==> src/design/gpr_pkg.sv <==
// ----------------------------------------------------------------------------
// gpr_pkg
// Shared widths, register codes, stage types and kernel helpers for the
// 5x5 binomial pyramid reduce stage.
// ----------------------------------------------------------------------------
package gpr_pkg;

   localparam int PIXEL_W      = 8;
   localparam int OUT_X_W      = 9;
   localparam int OUT_Y_W      = 11;
   localparam int SRC_WIDTH_W  = 11;
   localparam int SRC_HEIGHT_W = 12;
   localparam int ROW_W        = 12;
   localparam int VSUM_W       = 12;
   localparam int HSUM_W       = 16;
   localparam int SLOTS        = 4;
   localparam int SLOT_W       = 2;
   localparam int OFS_W        = 3;

   localparam int MIN_DIM      = 4;
   localparam int WIDTH_RESET  = 320;
   localparam int HEIGHT_RESET = 240;

   localparam logic [OFS_W-1:0] OFS_MAX = 3'd4;
   localparam int TAPS = 5;

   localparam int CSR_DATA_W = 32;
   localparam int CSR_ADDR_W = 3;

   // register index, taken from paddr[2]
   localparam logic REG_SRC_WIDTH  = 1'b0;
   localparam logic REG_SRC_HEIGHT = 1'b1;

   typedef struct packed {
      logic                    restart;
      logic [SRC_WIDTH_W-1:0]  width;
      logic [SRC_HEIGHT_W-1:0] height;
   } csr_cfg_type;

   // per-word position info, carried along the pipeline
   typedef struct packed {
      logic               emit;
      logic               done;
      logic               last_r_even;
      logic               last_c_even;
      logic [OFS_W-1:0]   r_min;
      logic [SLOT_W-1:0]  r_lo;
      logic [OFS_W-1:0]   c_min;
      logic [OUT_X_W-1:0] out_x;
      logic [OUT_Y_W-1:0] out_y;
   } pos_info_type;

   typedef logic [SLOTS-1:0][PIXEL_W-1:0] line_word_type;

   // Offset back from the newest sample for tap k. On the last row or column
   // of an even-sized image the window is centred one later and the far edge
   // repeats the newest sample.
   function automatic logic [OFS_W-1:0] tap_offset(input logic [OFS_W-1:0] k,
                                                   input logic last_even);
      logic [OFS_W-1:0] j;
      if (last_even) begin
         j = (k >= OFS_MAX) ? 3'd0 : 3'd3 - k;
      end else begin
         j = OFS_MAX - k;
      end
      return j;
   endfunction

   // edge clamp: never reach back past position zero
   function automatic logic [OFS_W-1:0] clip_offset(input logic [OFS_W-1:0] j,
                                                    input logic [OFS_W-1:0] lim);
      return (j > lim) ? lim : j;
   endfunction

   // 1 4 6 4 1 weighted sum, shifts and adds only
   function automatic logic [HSUM_W-1:0] binom5(input logic [VSUM_W-1:0] a,
                                                input logic [VSUM_W-1:0] b,
                                                input logic [VSUM_W-1:0] c,
                                                input logic [VSUM_W-1:0] d,
                                                input logic [VSUM_W-1:0] e);
      logic [HSUM_W-1:0] xa;
      logic [HSUM_W-1:0] xb;
      logic [HSUM_W-1:0] xc;
      logic [HSUM_W-1:0] xd;
      logic [HSUM_W-1:0] xe;
      xa = HSUM_W'(a);
      xb = HSUM_W'(b);
      xc = HSUM_W'(c);
      xd = HSUM_W'(d);
      xe = HSUM_W'(e);
      return xa + (xb << 2) + (xc << 2) + (xc << 1) + (xd << 2) + xe;
   endfunction

endpackage

==> src/design/gpr_rsp_if.sv <==
// ----------------------------------------------------------------------------
// gpr_rsp_if
// Reduced pixel stream: valid/ready handshake, pixel with its coordinates.
// ----------------------------------------------------------------------------
interface gpr_rsp_if;
   logic                        valid;
   logic                        ready;
   logic [gpr_pkg::PIXEL_W-1:0] out_pixel;
   logic [gpr_pkg::OUT_X_W-1:0] out_x;
   logic [gpr_pkg::OUT_Y_W-1:0] out_y;
   logic                        frame_done;

   modport source (output valid, output out_pixel, output out_x, output out_y,
                   output frame_done, input ready);
   modport sink   (input valid, input out_pixel, input out_x, input out_y,
                   input frame_done, output ready);
endinterface

==> src/design/gpr_hsum.sv <==
// ----------------------------------------------------------------------------
// gpr_hsum
// Column-sum history, horizontal 5-tap sum, scaling and the output register.
// ----------------------------------------------------------------------------
module gpr_hsum (
   input  logic                        clock,
   input  logic                        reset,
   input  logic                        restart,
   input  logic                        advance,
   input  logic                        s2_valid,
   input  logic [gpr_pkg::VSUM_W-1:0]  s2_vsum,
   input  gpr_pkg::pos_info_type       s2_info,
   gpr_rsp_if.source                   rsp
);

   // most recent column first
   logic [gpr_pkg::VSUM_W-1:0]  cs_ff [gpr_pkg::SLOTS];
   logic [gpr_pkg::VSUM_W-1:0]  cs_in [gpr_pkg::SLOTS];

   logic                        valid_ff, valid_in;
   logic [gpr_pkg::PIXEL_W-1:0] pix_ff, pix_in;
   logic [gpr_pkg::OUT_X_W-1:0] x_ff, x_in;
   logic [gpr_pkg::OUT_Y_W-1:0] y_ff, y_in;
   logic                        done_ff, done_in;

   logic [gpr_pkg::VSUM_W-1:0]  tap_val [gpr_pkg::TAPS];
   logic [gpr_pkg::HSUM_W-1:0]  hsum;
   logic                        take;

   assign take = advance & s2_valid;

   always_comb begin
      logic [gpr_pkg::OFS_W-1:0] e;
      for (int k = 0; k < gpr_pkg::TAPS; k++) begin
         e = gpr_pkg::clip_offset(gpr_pkg::tap_offset(gpr_pkg::OFS_W'(k),
                                                      s2_info.last_c_even),
                                  s2_info.c_min);
         if (e == '0) begin
            tap_val[k] = s2_vsum;
         end else begin
            tap_val[k] = cs_ff[gpr_pkg::SLOT_W'(e - 3'd1)];
         end
      end
      hsum = gpr_pkg::binom5(tap_val[0], tap_val[1], tap_val[2], tap_val[3], tap_val[4]);
   end

   always_comb begin
      cs_in = cs_ff;
      if (restart) begin
         for (int i = 0; i < gpr_pkg::SLOTS; i++) begin
            cs_in[i] = '0;
         end
      end else if (take) begin
         for (int i = gpr_pkg::SLOTS - 1; i > 0; i--) begin
            cs_in[i] = cs_ff[i-1];
         end
         cs_in[0] = s2_vsum;
      end
   end

   always_comb begin
      valid_in = valid_ff;
      pix_in   = pix_ff;
      x_in     = x_ff;
      y_in     = y_ff;
      done_in  = done_ff;
      if (advance) begin
         valid_in = take & s2_info.emit;
      end
      if (take && s2_info.emit) begin
         pix_in  = hsum[gpr_pkg::HSUM_W-1 -: gpr_pkg::PIXEL_W];
         x_in    = s2_info.out_x;
         y_in    = s2_info.out_y;
         done_in = s2_info.done;
      end
   end

   always_ff @(posedge clock) begin
      if (reset) begin
         valid_ff <= 1'b0;
         for (int i = 0; i < gpr_pkg::SLOTS; i++) begin
            cs_ff[i] <= '0;
         end
      end else begin
         valid_ff <= valid_in;
         cs_ff    <= cs_in;
      end
      pix_ff  <= pix_in;
      x_ff    <= x_in;
      y_ff    <= y_in;
      done_ff <= done_in;
   end

   assign rsp.valid      = valid_ff;
   assign rsp.out_pixel  = pix_ff;
   assign rsp.out_x      = x_ff;
   assign rsp.out_y      = y_ff;
   assign rsp.frame_done = done_ff;

endmodule

==> src/flat_wrapper.sv <==
// flat-port wrapper written by rule: the top's interface ports become plain ports
module gpr_hsum_flat 
  (clock, reset, restart, advance, s2_valid, s2_vsum, s2_info, rsp_valid, rsp_out_pixel, rsp_out_x, rsp_out_y, rsp_frame_done, rsp_ready);
  gpr_rsp_if rsp_i ();
  input  logic clock;
  input  logic reset;
  input  logic restart;
  input  logic advance;
  input  logic s2_valid;
  input  logic [gpr_pkg::VSUM_W-1:0] s2_vsum;
  input  gpr_pkg::pos_info_type s2_info;
  output wire logic [$bits(rsp_i.valid)-1:0] rsp_valid;
  output wire logic [$bits(rsp_i.out_pixel)-1:0] rsp_out_pixel;
  output wire logic [$bits(rsp_i.out_x)-1:0] rsp_out_x;
  output wire logic [$bits(rsp_i.out_y)-1:0] rsp_out_y;
  output wire logic [$bits(rsp_i.frame_done)-1:0] rsp_frame_done;
  input wire logic [$bits(rsp_i.ready)-1:0] rsp_ready;
  assign rsp_valid = rsp_i.valid;
  assign rsp_out_pixel = rsp_i.out_pixel;
  assign rsp_out_x = rsp_i.out_x;
  assign rsp_out_y = rsp_i.out_y;
  assign rsp_frame_done = rsp_i.frame_done;
  assign rsp_i.ready = rsp_ready;
  gpr_hsum u_core (.clock(clock), .reset(reset), .restart(restart), .advance(advance), .s2_valid(s2_valid), .s2_vsum(s2_vsum), .s2_info(s2_info), .rsp(rsp_i));
endmodule
==> config.mk <==
export PLATFORM = sky130hd
export DESIGN_NAME = gpr_hsum_flat
export DESIGN_NICKNAME = d
export VERILOG_FILES = /design/src/design/gpr_pkg.sv /design/src/design/gpr_rsp_if.sv /design/src/design/gpr_hsum.sv /design/src/flat_wrapper.sv
export SDC_FILE = /design/constraint.sdc
export NUM_CORES = 1
export LEC_CHECK = 0
export ABC_CLOCK_PERIOD_IN_PS = 20400
export BUFFER_PORTS_ARGS = -buffer_cell sky130_fd_sc_hd__buf_2
export CAP_MARGIN = 20
export CELL_PAD_IN_SITES_DETAIL_PLACEMENT = 0
export CELL_PAD_IN_SITES_GLOBAL_PLACEMENT = 1
export CORE_ASPECT_RATIO = 0.7
export CORE_MARGIN = 8
export CORE_UTILIZATION = 41
export DETAILED_ROUTE_END_ITERATION = 8
export GPL_TIMING_DRIVEN = 0
export PLACE_DENSITY = 0.73
export SYNTH_ARGS = -nofsm -noshare
export SYNTH_HDL_FRONTEND = slang
export SYNTH_SLANG_ARGS = --single-unit
export TNS_END_PERCENT = 10
==> constraint.sdc <==
create_clock -name clock -period 20.4 [get_ports clock]
set_clock_uncertainty 0.05 [all_clocks]
set_input_delay 2.04 -clock clock [delete_from_list [all_inputs] [get_ports clock]]
set_output_delay 2.04 -clock clock [all_outputs]
set_load 0.1 [all_outputs]
==> results.md <==
* Status: finished, final reports clean
* RSZ-0062 raised after global routing: false
* YS warnings at 0
* Ys flop type: dfxtp_1
* Crit Path Max Fanout at 10
* Post-synth ARST share at 0%
* Hold Buf Count CTS at 0
* DIE WIDTH at 168.9 µm
* Synthesized area at 6709 µm²
* Worst vdd ir at 0.03665 mV
* IO Port Bufs at 71
* Routed WL at 17,890 µm
* #FFs+latches synth at 78
* Crit start category: primary input
* Max Clock Freq at 94.75 MHz
* # resized after CTS at 0
* Reg-to-Reg Start: u_core.cs_ff[25]
* Fin area at 7692 µm²
* DIE AREA at 20,780 µm²
* Min Tclk post-route at 10.55 ns
* Clk buf depth at 2
* MaxCap Viol Count at 0
* Most frequent cells in the layout: nand2_1 (113), a21oi_1 (77), buf_2 (74), inv_1 (49), dfxtp_1 (49)
* Final ANT Viol Nets at 0
* R2R depth at 19
* WP depth at 31
* Min-delay worst type: register to register
* Largest net degree at the start of global routing at 22
* Total grt overflow at 0
* Crit path max-delay family: adder cells
* Number of global-route vias before repair at 5,201
* WL per Instance at 18.44 µm
* Setup violations, final at 0
* Post-synthesis simple-gate area fraction at 11.19%
* Leakage power at 3.034 nW
* Mux cell area share after synthesis at 25.57%
* Rows at 39
* Final Cycle Share at 51.73%
* Initial antenna violation count at 0
* Hpwl dp at 14,530 µm
* Min-delay src: u_core.rsp.valid
* Post-CTS Setup Repair Bufs at 0
* Adder-Cell Fraction of Synth Area at 16.97%
* Max Transition Viols Final at 0
* Netlist cell types at 54
* DIE HEIGHT at 123.0 µm
* TritonCTS clock tree: built
* Sink Count at 78
* Synth Area in Compound Gates at 11.97%
* Layout area overhead at 14.66%
* Initial drt markers at 382
* Initial core utilization at 41.54%
* Vias per std cell at 5.366
* Commonest non-fill, non-tap cell in the layout: nand2_1
* # diodes at 0
* Worst EP required at 20.43 ns
* Final hold viol count at 0
* Hold depth at 2
* First-pass GRT wire length at 28,680 µm
* Core Util, Final at 47.63%
* # IOs at 80
* Post-synthesis xor/xnor area fraction at 1.828%
* Total Neg Setup Slack at 0 ns
* Placer Congestion at 0.8564
* CTS root buffer: clkbuf_16
* CP endpoint kind: register
* EDFF count, synth at 29
* Residual DRC at 0
* Worst setup path start: s2_info[28]
* Layout cells sized above 1 at 24.43%
* Register area share after synthesis at 27.60%
* CP max-delay cell: clkbuf_1
* Worst-Margin Slew at 0.8548 ns
* H-tree depth at 3
* Core area at 16,150 µm²
* Setup slack, reg-to-reg at 14.17 ns
* DP Area at 7368 µm²
* Clk_lat worst skew at 0.35 ns
* Worst-path clk slew at 0.06 ns
* Largest family of logic cells by synthesized area: multiplexers
* Final #Nets at 860
* Worst slew margin at 43.02%
* Num CTS Buffers at 9
* CP Buf/Inv Count at 7
* Critical path arrival at 10.59 ns
* PwrDens at 69.50 nW/µm²
* Cells after Synth at 655
* Setup CP Type: primary input to register
* Vias after detailed routing at 5,205
* Total track usage at 17.65%
* Syn avg cell area at 10.24 µm²
* Number of iterations in the first detailed-routing pass at 5
* Slowest stage delay, CP at 0.67 ns
logic make-up after synthesis:
kind of cell / count (synthesis)
muxes: 107
adders and majority gates: 70
AOI/OAI and AO/OA: 130
buffers and inverters: 81
xor gates and xnor gates: 14
and+or+nand+nor: 174
DFF: 78
other: 1
report_power, final:
| part | total [mW] | switching [mW] | internal [mW] |
|---|---|---|---|
| Combinational | 0.186 | 0.118 | 0.0681 |
| Clock | 0.178 | 0.0741 | 0.104 |
| Sequential | 0.170 | 0.00182 | 0.168 |
tightest hold or removal path: stages (launching register included):
cell,delay (ns)
dfxtp_1,0.33
a21oi_1,0.06
nor2_1,0.07
layout make-up:
| cell class | instances | area [µm²] |
|---|---|---|
| inverters | 49 | 183.9 |
| well taps | 225 | 281.5 |
| flip-flops and latches | 78 | 1852 |
| repair buffers | 72 | 370.4 |
| clock inverters | 6 | 73.82 |
| multi-input cells | 498 | 4542 |
| plain buffers | 32 | 138.9 |
| clock buffers | 10 | 250.2 |
| fillers | 1487 | 8459 |
synthesized netlist by cell type (2+ instances only):
master      n  area, µm²
a31oi_1     4      25.02
mux2i_4     2      45.04
mux2_2     25      281.5
o21bai_1    2      15.01
xnor2_1     5      43.79
o211ai_1    3      22.52
a21oi_1    77      385.4
xor2_1      9      78.83
a21o_1      4      30.03
o21ai_0    12      60.06
buf_4       2      15.01
mux4_2     47       1059
o221ai_1    2      17.52
clkbuf_1   23      86.33
a31o_2      2      17.52
a211oi_1    4      30.03
mux2i_1    33      330.3
nand3b_1    2      15.01
edfxtp_1   29      870.8
nand2_1   113      424.2
inv_1      49      183.9
fa_1       35      700.7
nor3_1      5      25.02
or2_2       2      12.51
buf_2       3      15.01
dfxtp_1    49      980.9
nor2b_1     4      25.02
nor2_1     22      82.58
o21ai_1     4      20.02
nand3_1    10      50.05
nand2b_1    4      25.02
o21a_1      5      37.54
a21oi_2     2      17.52
buf_1       3      11.26
and3_1      5      31.28
ha_1       35      437.9
sequential cells by signal, summed over array words and instances (netlist names):
| signal | flops |
|---|---|
| u_core.cs_ff | 48 |
| u_core.rsp.out_y | 11 |
| u_core.rsp.out_x | 9 |
| u_core.rsp.out_pixel | 8 |
| u_core.rsp.frame_done | 1 |
| u_core.rsp.valid | 1 |
final timing paths:
kind,end
max,u_core.rsp.out_pixel[6]
min,u_core.rsp.valid
max reg2reg,u_core.rsp.out_pixel[6]
min reg2reg,u_core.rsp.valid
metal layers:
metal,GRT usage (%),vias up,part of all wire (%)
met5,0,-,0
met3,4.370,11,7.2
met2,26.49,161,43
met1,25.63,2504,49
li1,-,2529,-
met4,3.057,0,0.55
stage by stage:
stage                     hold slack, ns  power (mW)  instances  setup WS, ns
final                             0.4359      0.5346        970         9.846
after global routing              0.4932      0.5656        970         9.331
after CTS                         0.4442      0.5402        970         9.860
after detailed placement          0.4264      0.3589        954         9.517
after global placement            0.4178      0.3559        953         9.632
after floorplan                   0.4206      0.3198        657         10.78
Power figures use the tool's default switching activity.
