### src/design/gpr_pkg.sv
// ----------------------------------------------------------------------------
// gpr_pkg
// Shared widths, register codes, stage types and kernel helpers for the
// 5x5 binomial pyramid reduce stage.
// ----------------------------------------------------------------------------
package gpr_pkg;

   localparam int PIXEL_W      = 8;
   localparam int OUT_X_W      = 9;
   localparam int OUT_Y_W      = 11;
   localparam int SRC_WIDTH_W  = 11;
   localparam int SRC_HEIGHT_W = 12;
   localparam int ROW_W        = 12;
   localparam int VSUM_W       = 12;
   localparam int HSUM_W       = 16;
   localparam int SLOTS        = 4;
   localparam int SLOT_W       = 2;
   localparam int OFS_W        = 3;

   localparam int MIN_DIM      = 4;
   localparam int WIDTH_RESET  = 320;
   localparam int HEIGHT_RESET = 240;

   localparam logic [OFS_W-1:0] OFS_MAX = 3'd4;
   localparam int TAPS = 5;

   localparam int CSR_DATA_W = 32;
   localparam int CSR_ADDR_W = 3;

   // register index, taken from paddr[2]
   localparam logic REG_SRC_WIDTH  = 1'b0;
   localparam logic REG_SRC_HEIGHT = 1'b1;

   typedef struct packed {
      logic                    restart;
      logic [SRC_WIDTH_W-1:0]  width;
      logic [SRC_HEIGHT_W-1:0] height;
   } csr_cfg_type;

   // per-word position info, carried along the pipeline
   typedef struct packed {
      logic               emit;
      logic               done;
      logic               last_r_even;
      logic               last_c_even;
      logic [OFS_W-1:0]   r_min;
      logic [SLOT_W-1:0]  r_lo;
      logic [OFS_W-1:0]   c_min;
      logic [OUT_X_W-1:0] out_x;
      logic [OUT_Y_W-1:0] out_y;
   } pos_info_type;

   typedef logic [SLOTS-1:0][PIXEL_W-1:0] line_word_type;

   // Offset back from the newest sample for tap k. On the last row or column
   // of an even-sized image the window is centred one later and the far edge
   // repeats the newest sample.
   function automatic logic [OFS_W-1:0] tap_offset(input logic [OFS_W-1:0] k,
                                                   input logic last_even);
      logic [OFS_W-1:0] j;
      if (last_even) begin
         j = (k >= OFS_MAX) ? 3'd0 : 3'd3 - k;
      end else begin
         j = OFS_MAX - k;
      end
      return j;
   endfunction

   // edge clamp: never reach back past position zero
   function automatic logic [OFS_W-1:0] clip_offset(input logic [OFS_W-1:0] j,
                                                    input logic [OFS_W-1:0] lim);
      return (j > lim) ? lim : j;
   endfunction

   // 1 4 6 4 1 weighted sum, shifts and adds only
   function automatic logic [HSUM_W-1:0] binom5(input logic [VSUM_W-1:0] a,
                                                input logic [VSUM_W-1:0] b,
                                                input logic [VSUM_W-1:0] c,
                                                input logic [VSUM_W-1:0] d,
                                                input logic [VSUM_W-1:0] e);
      logic [HSUM_W-1:0] xa;
      logic [HSUM_W-1:0] xb;
      logic [HSUM_W-1:0] xc;
      logic [HSUM_W-1:0] xd;
      logic [HSUM_W-1:0] xe;
      xa = HSUM_W'(a);
      xb = HSUM_W'(b);
      xc = HSUM_W'(c);
      xd = HSUM_W'(d);
      xe = HSUM_W'(e);
      return xa + (xb << 2) + (xc << 2) + (xc << 1) + (xd << 2) + xe;
   endfunction

endpackage

### src/design/gpr_csr.sv
// ----------------------------------------------------------------------------
// gpr_csr
// APB-style register block: source width and height. A write to either
// register restarts the frame.
// ----------------------------------------------------------------------------
module gpr_csr (
   input  logic                             clock,
   input  logic                             reset,
   input  logic                             csr_psel,
   input  logic                             csr_penable,
   input  logic                             csr_pwrite,
   input  logic [gpr_pkg::CSR_ADDR_W-1:0]   csr_paddr,
   input  logic [gpr_pkg::CSR_DATA_W-1:0]   csr_pwdata,
   output logic [gpr_pkg::CSR_DATA_W-1:0]   csr_prdata,
   output logic                             csr_pready,
   output gpr_pkg::csr_cfg_type             cfg
);

   logic [gpr_pkg::SRC_WIDTH_W-1:0]  width_ff, width_in;
   logic [gpr_pkg::SRC_HEIGHT_W-1:0] height_ff, height_in;
   logic                             wr;
   logic                             idx;

   assign wr  = csr_psel & csr_penable & csr_pwrite;
   assign idx = csr_paddr[2];
   assign csr_pready = 1'b1;

   always_comb begin
      width_in  = width_ff;
      height_in = height_ff;
      if (wr) begin
         unique case (idx)
            gpr_pkg::REG_SRC_WIDTH: begin
               width_in = csr_pwdata[gpr_pkg::SRC_WIDTH_W-1:0];
            end
            gpr_pkg::REG_SRC_HEIGHT: begin
               height_in = csr_pwdata[gpr_pkg::SRC_HEIGHT_W-1:0];
            end
         endcase
      end
   end

   always_ff @(posedge clock) begin
      if (reset) begin
         width_ff  <= gpr_pkg::SRC_WIDTH_W'(gpr_pkg::WIDTH_RESET);
         height_ff <= gpr_pkg::SRC_HEIGHT_W'(gpr_pkg::HEIGHT_RESET);
      end else begin
         width_ff  <= width_in;
         height_ff <= height_in;
      end
   end

   always_comb begin
      unique case (idx)
         gpr_pkg::REG_SRC_WIDTH:  csr_prdata = gpr_pkg::CSR_DATA_W'(width_ff);
         gpr_pkg::REG_SRC_HEIGHT: csr_prdata = gpr_pkg::CSR_DATA_W'(height_ff);
      endcase
   end

   // restart lands on the same edge as the write
   assign cfg.restart = wr;
   assign cfg.width   = width_ff;
   assign cfg.height  = height_ff;

endmodule

### config.mk
export PLATFORM = sky130hd
export DESIGN_NAME = gpr_csr
export DESIGN_NICKNAME = d
export VERILOG_FILES = /design/src/design/gpr_pkg.sv /design/src/design/gpr_csr.sv
export SDC_FILE = /design/constraint.sdc
export NUM_CORES = 1
export LEC_CHECK = 0
export BUFFER_PORTS_ARGS = -buffer_cell sky130_fd_sc_hd__buf_2
export CAP_MARGIN = 20
export CORE_MARGIN = 2
export CORE_UTILIZATION = 40
export CTS_CLUSTER_DIAMETER = 50
export CTS_CLUSTER_SIZE = 28
export DETAILED_ROUTE_END_ITERATION = 10
export PLACE_DENSITY = 0.8
export RECOVER_POWER = 50
export SETUP_SLACK_MARGIN = 0.3
export SYNTH_ARGS = -nofsm -noshare
export SYNTH_HDL_FRONTEND = slang
export SYNTH_SLANG_ARGS = --single-unit
### constraint.sdc
create_clock -name clock -period 0.87 [get_ports clock]
set_clock_uncertainty 0.1 [all_clocks]
set_input_delay 0.087 -clock clock [delete_from_list [all_inputs] [get_ports clock]]
set_output_delay 0.087 -clock clock [all_outputs]
set_load 0.005 [all_outputs]
==> results.md, run 1 <==
- Status: finished, violations left
- Mapped cell area: around 1300 µm²
- Slew Viols, Final: 0
- Failing checks: hold timing, setup timing
- Multiplexer share of the synthesized area: approximately 27%
- Starting Density: a little over two fifths
- Unrepaired setup endpoints after global routing: true
- Drt first-iter violations: 23
- Hold Path Class: in2reg
- Avg Cell Area, Syn: a little under 10 µm²
- Synth Area in XOR/XNOR: 0%
- WL met1: approximately 1.4 mm
- Routed WL: between 4 and 5 mm
- Final hold viol count: 22
- Antenna Cells: 0
- Routed Antenna Nets: 0
- Critical Path Source: width_ff[0]$_SDFFE_PP0P_
- Clock transition at path regs: roughly 140 ps
- Final Worst Setup Slack: -384 ps
- TritonRoute pass-1 iters: 4
- Pre-CTS setup slack: -161 ps
- Commonest non-fill, non-tap cell in the layout: buf_6
- Die ar.: 3700 µm²
- Final Setup Violations: 49
- CP Max Fanout: 2
- Number of global-route vias before repair: roughly 1100
- CTS tree: yes
- CTS sink count: 23
- Worst Setup End Kind: output port
- Post-synthesis adder-cell area fraction: 0%
- Final Total Pwr: between 2 and 2.5 mW
- Vias per inst: 4.51
- Detail Route met3 WL: roughly 180 µm
- Post-synthesis simple-gate area fraction: around a fifth
- Vias post-DR: 1218
- Clk_lat worst skew: 310 ps
- Cts bufs inserted: 3
- Tmin final: roughly 1300 ps
- Largest net degree at the start of global routing: 40
- IO Pins: slightly below 100
- GRT Overall Usage: between 10% and 20%
- Layout cell share with drive strength beyond 1: between 60% and 70%
- Worst reg2reg path depth: 4
- Worst Hold Slack: -79.9 ps
- Routability cong.: between 0.7 and 0.8
- Wirelength per Cell: ~15 µm
- Synth unique cells: 16
- Nets: between 200 and 300
- Synth-to-layout area growth: 82.5%
- Most frequent cells in the layout: buf_6 (69), mux2i_1 (23), dfxtp_2 (23)
- Core region area: slightly above 3000 µm²
- Standby leakage power: around 1.1 nW
- Htree depth: 1
- P per Cell Area: between 800 and 900 nW/µm²
- Critical path class: reg2out
- Dpl hpwl: a little over 2 mm
- Synth Register Bits: 23
- Synth Instances: about 130
- Crit share post-route: 144%
- Residual DRC count: 0
- GR Overflow Total: 0
- Startpoint Class: register
- Max Cap Viol: 0
- Worst endpoint data arrival time: about 1100 ps
- # fillers: between 200 and 250
- Hold path cells: 3
- Seq/Total Area, Yosys: a little over a third
- Met2 WL: 2.38 mm
- CP Data Required Time: 680 ps
- Synth warn: 0
- CTS Root Cell: clkbuf_4
- Die width: a little over 60 µm
- FF-to-FF Start: width_ff[0]$_SDFFE_PP0P_
- Top Metal Used: met4
- First-pass GRT wire length: around 4.8 mm
- Number of port buffers: 53
- Worst-case clock buffer depth: 2
- Chip height: 60.8 µm
- Worst VDD drop: about 0.00067 V
- Initial antenna violation count: 0
- Peak Freq: between 700 and 800 MHz
- Rows: 20
- Hold path startpoint: csr_pwdata[11]
- Post-synthesis compound-gate area fraction: 0%
- Largest family of logic cells by synthesized area: multiplexers
registers in the layout (all words and copies together), names as in the netlist:
register / count
height_ff: 12
width_ff: 11
per-layer routing:
metal / vias up / track usage [%]
li1: 584 / -
met2: 51 / 36.4
met4: 0 / 6.52
met3: 8 / 2.77
met5: - / 0
met1: 575 / 18.2
final timing paths:
check                                                   to  slack (ps)
worst max-delay path                         csr_prdata[0]        -380
worst max register to register    width_ff[0]$_SDFFE_PP0P_        -130
worst min-delay path            height_ff[11]$_SDFFE_PP0P_         -80
worst min register to register  height_ff[11]$_SDFFE_PP0P_         400
synth_stat cells:
| cell type | number | area (µm²) |
|---|---|---|
| and2_1 | 1 | 6.26 |
| buf_2 | 3 | 15.0 |
| nand2b_1 | 28 | 175 |
| and3_1 | 1 | 6.26 |
| and4_1 | 1 | 8.76 |
| dfxtp_1 | 23 | 460 |
| nand4_1 | 1 | 6.26 |
| mux2i_1 | 23 | 230 |
| conb_1 | 2 | 7.51 |
| buf_4 | 23 | 173 |
| nor2_1 | 11 | 41.3 |
| clkbuf_1 | 2 | 7.51 |
| mux2_2 | 11 | 124 |
| nand4b_1 | 1 | 8.76 |
| buf_6 | 1 | 11.3 |
| and4b_1 | 1 | 10.0 |
critical path, cell delays in order, from the launching register on:
cell and delay, ps:
dfxtp_2 360, mux2_4 280, buf_6 120
power breakdown:
part           internal, mW  switching (mW)  total [mW]
clock                 0.172           0.350       0.522
combinational         0.286           0.197       0.483
sequential             1.08          0.0184        1.10
total                  1.54           0.565        2.10
area by class of cell:
type	count	area (µm²)	share of cell area [%]
clock buffers	3	22.5	0.956
flip-flops and latches	23	489	20.8
multi-input cells	100	822	34.9
repair buffers	99	962	40.8
clock inverters	1	5.00	0.212
well taps	44	55.1	2.34
metrics by stage:
step | area, µm² | util [%] | setup TNS, ps | cells
4_1_cts | 2070 | 67.7 | -8560 | 256
3_3_place_gp | 1680 | 55.0 | -4050 | 245
6_report | 2360 | 77.2 | -10660 | 270
3_5_place_dp | 1680 | 55.0 | -4270 | 245
2_1_floorplan | 1400 | - | 0 | 152
5_1_grt | 2360 | 77.2 | -12470 | 270
cell families (layout without fill, tap and decap cells):
kind of cell | count (synthesis) | in the layout
buffers and inverters | 29 | 103
multiplexers | 34 | 34
other | 2 | 21
AND/OR/NAND/NOR | 45 | 45
flip-flops | 23 | 23
timing repair:
item,CTS,global route
endpoints found under the setup margin,59,59
pin swaps,3,5
hold endpoints to repair,23,23
gates resized for setup,76,41
buffers inserted,7,14
Note: power is estimated with default switching activity, not from simulation.
==> inputs of run 2 (changes only) <==
--- a/config.mk
+++ b/config.mk
@@ -12,7 +12,7 @@
 export CTS_CLUSTER_DIAMETER = 50
 export CTS_CLUSTER_SIZE = 28
 export DETAILED_ROUTE_END_ITERATION = 10
-export PLACE_DENSITY = 0.8
+export PLACE_DENSITY = 0.85
 export RECOVER_POWER = 50
 export SETUP_SLACK_MARGIN = 0.3
 export SYNTH_ARGS = -nofsm -noshare
==> run 2 against run 1 <==
- the run still ends with hold timing, setup timing left
- final cell count is 1.1% higher
- non-clock buffer count is 3 higher
- worst hold slack better by 2.5 ps
- clock power shrank 5.7%
- wire length is 2.4% higher
- first-iteration DRC count up 39%
==> results.md, run 2 (same netlist as run 1, synthesis figures left out) <==
- Largest register FFs: 12 (unchanged)
- Routed Antenna Nets: 0 (unchanged)
- Commonest non-fill, non-tap cell in the layout: buf_6
- P per Cell Area: 858 nW/µm² (-3.9%)
- Chip height: 60.8 µm (unchanged)
- Peak Freq: 803 MHz (+0.70%)
- Starting Density: 42.3% (unchanged)
- Final Setup Violations: 46 (-6.1%)
- Number of port buffers: 53 (unchanged)
- Placed Cells: 248 (+1.2%)
- Status: finished, violations left
- Largest register by flop count: height_ff
- Sequential share of power: 52.1% (about the same)
- Crit-path cells: mux2_4 > buf_6
- Drt first-iter violations: 32 (+39%)
- Synth-to-layout area growth: 90.3%
- CTS sink count: 23 (unchanged)
- IO Pins: 97 (unchanged)
- Final core utilization: 80.5% (+3.3 points)
- CP Data Required Time: 680 ps (about the same)
- Critical path's largest stage delay: 350 ps (about the same)
- Die width: 60.8 µm (unchanged)
- Worst VDD drop: 0.000881 V (+31%)
- Max Cap Viol: 0 (unchanged)
- Internal power: 1.56 mW (+1.4%)
- Wirelength per Cell: 15.1 µm (+1.3%)
- Startpoint Class: register
- Largest regs: height_ff (12), width_ff (11)
- Rows: 20 (unchanged)
- Tmin final: 1250 ps (-8.76 ps)
- Die ar.: 3700 µm² (unchanged)
- Unrepaired setup endpoints after global routing: true
- Logic pwr share: 24.6% (+1.6 points)
- GR Overflow Total: 0 (unchanged)
- Crit share post-route: 143% (-1.0 points)
- Vias post-DR: 1215 (-0.25%)
- CTS Root Cell: clkbuf_4
- # fillers: 199 (-1.5%)
- Standby leakage power: 1.18 nW (+3.2%)
- Initial antenna violation count: 0 (unchanged)
- Clock transition at path regs: 130 ps (about the same)
- Switching Share: 26.0% (-0.90 points)
- Non-filler cells, final: 273 (+1.1%)
- Routability cong.: 0.695 (-8.3%)
- Final hold viol count: 23 (+4.5%)
- Worst Setup End Kind: output port
- GRT Overall Usage: 18.7% (+0.71 points)
- Critical path class: reg2out
- CP Max Fanout: 2 (unchanged)
- Layout cell share with drive strength beyond 1: 68.1% (+0.87 points)
- Core region area: 3050 µm² (unchanged)
- Most frequent cells in the layout: buf_6 (72), mux2i_1 (23), dfxtp_2 (22)
- Worst-case clock buffer depth: 2 (unchanged)
- Dpl hpwl: 2.10 mm (+2.2%)
- Worst endpoint data arrival time: 1060 ps (about the same)
- Failing checks: hold timing, setup timing
- Antenna Cells: 0 (unchanged)
- Clock network fraction of total power: 23.3% (-1.5 points)
- Slowest cell on crit path: dfxtp_2
- Largest net degree at the start of global routing: 40 (unchanged)
- Clk_lat worst skew: 300 ps (about the same)
- Hold Path Class: in2reg
- Routed WL: 4.12 mm (+2.4%)
- Htree depth: 1 (unchanged)
- Final Worst Setup Slack: -375 ps (+8.76 ps)
- Residual DRC count: 0 (unchanged)
- CTS tree: yes
- First-pass GRT wire length: 5.02 mm (+5.4%)
- Nets: 270 (+1.1%)
- TritonRoute pass-1 iters: 4 (unchanged)
- Worst Hold Slack: -77.4 ps (+2.47 ps)
- Vias per inst: 4.45 (-1.3%)
- Number of global-route vias before repair: 1131 (+7.0%)
- Switch Pwr: 0.547 mW (-3.2%)
- Cts bufs inserted: 3 (unchanged)
- Slew Viols, Final: 0 (unchanged)
==> run 2: cell types whose count changed in the layout (fill, tap and decap cells not counted), sizes merged <==
cell | before | now
buf | 98 | 100
clkbuf | 4 | 5
==> run 2: final timing paths <==
kind,start,endpoint,slack (ps),cells after the start
worst max-delay path,width_ff[9]$_SDFFE_PP0P_,csr_prdata[9],-380,2
worst min-delay path,csr_pwdata[7],width_ff[7]$_SDFFE_PP0P_,-80,3
worst max register to register,width_ff[10]$_SDFFE_PP0P_,width_ff[10]$_SDFFE_PP0P_,-260,6
worst min register to register,width_ff[5]$_SDFFE_PP0P_,width_ff[5]$_SDFFE_PP0P_,490,3
==> run 2: cell type report <==
cell class / count / area, µm² / area share (%)
Sequential cell: 23 / 488 / 19.9
Clock buffer: 3 / 22.5 / 0.916
Multi-Input combinational cell: 100 / 845 / 34.4
Clock inverter: 1 / 5.00 / 0.204
Tap cell: 44 / 55.1 / 2.24
Timing Repair Buffer: 102 / 1040 / 42.4
==> run 2: metrics by stage <==
step                      setup TNS [ps]  cell area (µm²)  power [mW]  setup slack, ps
after global placement             -4750             1750        1.45             -171
after floorplan                        0             1400        1.36             73.8
after detailed placement           -5160             1750        1.46             -180
after CTS                          -8910             2140        2.03             -373
after global routing              -12320             2460        2.21             -413
final                             -10530             2460        2.11             -375
==> run 2: per-layer routing <==
layer	wire, µm	up-vias	global-route usage (%)
li1	-	591	-
met1	1470	576	18.9
met2	2400	44	38.4
met3	213	4	4.26
met4	35	0	3.73
met5	0	-	0
==> run 2: critical path, delay by kind of cell (launching register included) <==
family   cells  cell delay [ps]
buf+inv      1              120
mux          1              280
flops        1              350
==> run 2: what timing repair did <==
item,in CTS,in global routing
setup endpoints to repair,59,59
buffers inserted,6,15
hold endpoints to repair,23,23
pin swaps,2,4
gates resized for setup,78,44
gates cloned,0,0
==> run 2: power by group through the flow <==
stage | Combinational (mW) | Sequential, mW | Clock, mW
4_1_cts | 0.417 | 1.10 | 0.515
3_5_place_dp | 0.344 | 1.11 | 0
3_3_place_gp | 0.339 | 1.11 | 0
6_report | 0.519 | 1.10 | 0.492
2_1_floorplan | 0.243 | 1.12 | 0
5_1_grt | 0.558 | 1.10 | 0.551
==> inputs of run 3 (changes only) <==
--- a/config.mk
+++ b/config.mk
@@ -5,14 +5,14 @@
 export SDC_FILE = /design/constraint.sdc
 export NUM_CORES = 1
 export LEC_CHECK = 0
-export BUFFER_PORTS_ARGS = -buffer_cell sky130_fd_sc_hd__buf_2
 export CAP_MARGIN = 20
 export CORE_MARGIN = 2
-export CORE_UTILIZATION = 40
+export CORE_UTILIZATION = 50
 export CTS_CLUSTER_DIAMETER = 50
 export CTS_CLUSTER_SIZE = 28
 export DETAILED_ROUTE_END_ITERATION = 10
-export PLACE_DENSITY = 0.85
+export DONT_BUFFER_PORTS = 1
+export PLACE_DENSITY = 0.7
 export RECOVER_POWER = 50
 export SETUP_SLACK_MARGIN = 0.3
 export SYNTH_ARGS = -nofsm -noshare
==> constraint.sdc (replaced) <==
create_clock -name clock -period 1.2 [get_ports clock]
set_clock_uncertainty 0.1 [all_clocks]
set_input_delay 0.12 -clock clock [delete_from_list [all_inputs] [get_ports clock]]
set_output_delay 0.12 -clock clock [all_outputs]
set_load 0.005 [all_outputs]
==> run 3 against run 2 <==
- the run ends with hold timing left
- first-iteration DRC count shrank 75%
- count of clock-buffer cells in the layout unchanged
- via count is 30% lower
- clock power down 29%
- critical path type unchanged
==> results.md, run 3 (same netlist as run 1, synthesis figures left out) <==
- TritonRoute pass-1 iters: 4 (unchanged)
- GRT Overall Usage: 16.4% (-2.3 points)
- Peak Freq: around 860 MHz
- Clock transition at path regs: 130 ps (about the same)
- Worst Hold Slack: -122 ps (-44.3 ps)
- Sequential share of power: 61.8% (+9.7 points)
- Slowest cell on crit path: dfxtp_1
- Max Cap Viol: 0 (unchanged)
- Worst Setup End Kind: output port
- Crit share post-route: 96.9%
- Worst-case clock buffer depth: 2 (unchanged)
- Chip height: 54.8 µm (-9.9%)
- CTS sink count: 23 (unchanged)
- Largest regs: height_ff (12), width_ff (11)
- Largest register by flop count: height_ff
- Hold path cells: 2 (-1)
- FF-to-FF End: height_ff[0]$_SDFFE_PP0P_
- Synth-to-layout area growth: 8.43%
- First-pass GRT wire length: 3.42 mm (-32%)
- Internal power: 0.995 mW (-36%)
- Largest register FFs: 12 (unchanged)
- Starting Density: 52.6% (+10 points)
- Tmin final: 1160 ps
- Hold path startpoint: reset
- Standby leakage power: 0.598 nW (-49%)
- Die width: 54.8 µm (-9.9%)
- Final Setup Violations: 0 (-100%)
- Routed WL: 2.42 mm (-41%)
- Status: finished, violations left
- CTS Root Cell: clkbuf_4
- Wirelength per Cell: 14.2 µm (-5.6%)
- Switching Share: 23.1% (-2.9 points)
- FF-to-FF setup slack: 450 ps (+710 ps)
- Commonest non-fill, non-tap cell in the layout: nand2b_1
- Pre-CTS setup slack: 264 ps (+444 ps)
- Residual DRC count: 0 (unchanged)
- Critical path class: reg2out
- Worst path top cell family by delay: flip-flops
- Most frequent cells in the layout: nand2b_1 (28), mux2i_1 (23), conb_1 (21)
- Die ar.: 3010 µm² (-19%)
- Clock network fraction of total power: 26.9% (+3.6 points)
- Final Worst Setup Slack: 37.1 ps (+412 ps)
- Number of port buffers: 0 (-100%)
- IO Pins: 97 (unchanged)
- Rows: 18 (-10%)
- Routability cong.: 0.596 (-14%)
- Final hold viol count: 23 (unchanged)
- Vias post-DR: 847 (-30%)
- Worst VDD drop: 0.000548 V (-38%)
- Initial antenna violation count: 0 (unchanged)
- GR Overflow Total: 0 (unchanged)
- Clk_lat worst skew: 300 ps (about the same)
- Failing checks: hold timing
- Final setup TNS: 0 ps (+10530 ps)
- Routed Antenna Nets: 0 (unchanged)
- Vias per inst: 4.98 (+12%)
- P per Cell Area: 924 nW/µm² (+7.7%)
- Worst reg2reg path depth: 2 (-4)
- Worst Hold End: height_ff[7]$_SDFFE_PP1P_
- Core region area: 2450 µm² (-20%)
- Number of global-route vias before repair: 761 (-33%)
- Slew Viols, Final: 0 (unchanged)
- Cts bufs inserted: 3 (unchanged)
- Worst endpoint data arrival time: 940 ps (-120 ps)
- Switch Pwr: 0.298 mW (-45%)
- Largest net degree at the start of global routing: 40 (unchanged)
- Hold Path Class: in2reg
- CP Data Required Time: 980 ps (+300 ps)
- Antenna Cells: 0 (unchanged)
- CTS tree: yes
- Layout cell share with drive strength beyond 1: 25.0% (-43 points)
- Unrepaired setup endpoints after global routing: true
- Drt first-iter violations: 8 (-75%)
- Crit-path cells: mux2_4
- Worst path bufs/invs: 0 (-1)
- Htree depth: 1 (unchanged)
- Final core utilization: 57.0% (-23 points)
- Nets: 181 (-33%)
- Startpoint Class: register
- CP Max Fanout: 3 (+1)
- FF-to-FF Start: height_ff[0]$_SDFFE_PP0P_
- Logic pwr share: 11.3% (-13 points)
- Critical path's largest stage delay: 360 ps (about the same)
- Dpl hpwl: 1.67 mm (-21%)
## run 3: cell count changes in the layout (fill, tap and decap cells not counted), moves of 2 or more
| cell | delta |
|---|---|
| nand2b_4 | -11 |
| buf_4 | -2 |
| buf_2 | -19 |
| dfxtp_2 | -5 |
| buf_12 | -4 |
| buf_6 | -72 |
| nor2_4 | -4 |
| dlygate4sd3_1 | +11 |
| nand2b_1 | +11 |
| nor2_1 | +5 |
| dfxtp_1 | +5 |
## run 3: how the worst max path moves through the flow
stage | start | to | slack [ps] | depth (start not counted)
floorplan | csr_paddr[2] | csr_prdata[10] | 330 | 2
global placement | csr_paddr[2] | width_ff[7]$_SDFFE_PP0P_ | 290 | 3
detailed placement | csr_paddr[2] | width_ff[5]$_SDFFE_PP0P_ | 260 | 3
CTS | width_ff[7]$_SDFFE_PP0P_ | csr_prdata[7] | 30 | 1
global route | width_ff[9]$_SDFFE_PP0P_ | csr_prdata[9] | -8 | 1
finish | width_ff[6]$_SDFFE_PP1P_ | csr_prdata[6] | 40 | 1
## run 3: metrics by stage
step / power [mW] / area (µm²) / instances / hold slack, ps
3_3_place_gp: 0.918 / 1210 / 155 / 179
3_5_place_dp: 0.923 / 1210 / 155 / 187
5_1_grt: 1.38 / 1400 / 170 / -149
2_1_floorplan: 0.977 / 1360 / 152 / 175
6_report: 1.29 / 1400 / 170 / -122
4_1_cts: 1.31 / 1390 / 169 / -135
## run 3: layout make-up
type / instances / area (µm²)
Sequential cell: 23 / 482
Clock inverter: 1 / 5.00
Timing Repair Buffer: 13 / 125
Multi-Input combinational cell: 100 / 728
Fill cell: 216 / 1050
Clock buffer: 3 / 22.5
Tap cell: 30 / 37.5
## run 3: routing by layer
metal / share of wire (%) / vias up / routed length (µm) / GRT usage (%)
met4: 0.66 / 0 / 16 / 5.00
li1: - / 409 / - / -
met2: 53 / 42 / 1290 / 28.6
met1: 39 / 394 / 948 / 19.1
met3: 6.8 / 2 / 165 / 4.92
met5: 0 / - / 0 / 0
## run 3: timing repair
item                                   4_1_cts  5_1_grt
gates resized for setup                     29        3
hold buffers                                10        1
endpoints found under the hold margin       23       23
cloned                                       0        0
setup endpoints to repair                   35       35
setup buffers                                0        0
## run 3: power groups by stage
stage          combinational, mW  clock [mW]  sequential (mW)
6_report                   0.146       0.348            0.799
3_5_place_dp               0.109           0            0.814
4_1_cts                    0.142       0.368            0.800
5_1_grt                    0.164       0.411            0.803
3_3_place_gp               0.105           0            0.813
2_1_floorplan              0.168           0            0.810
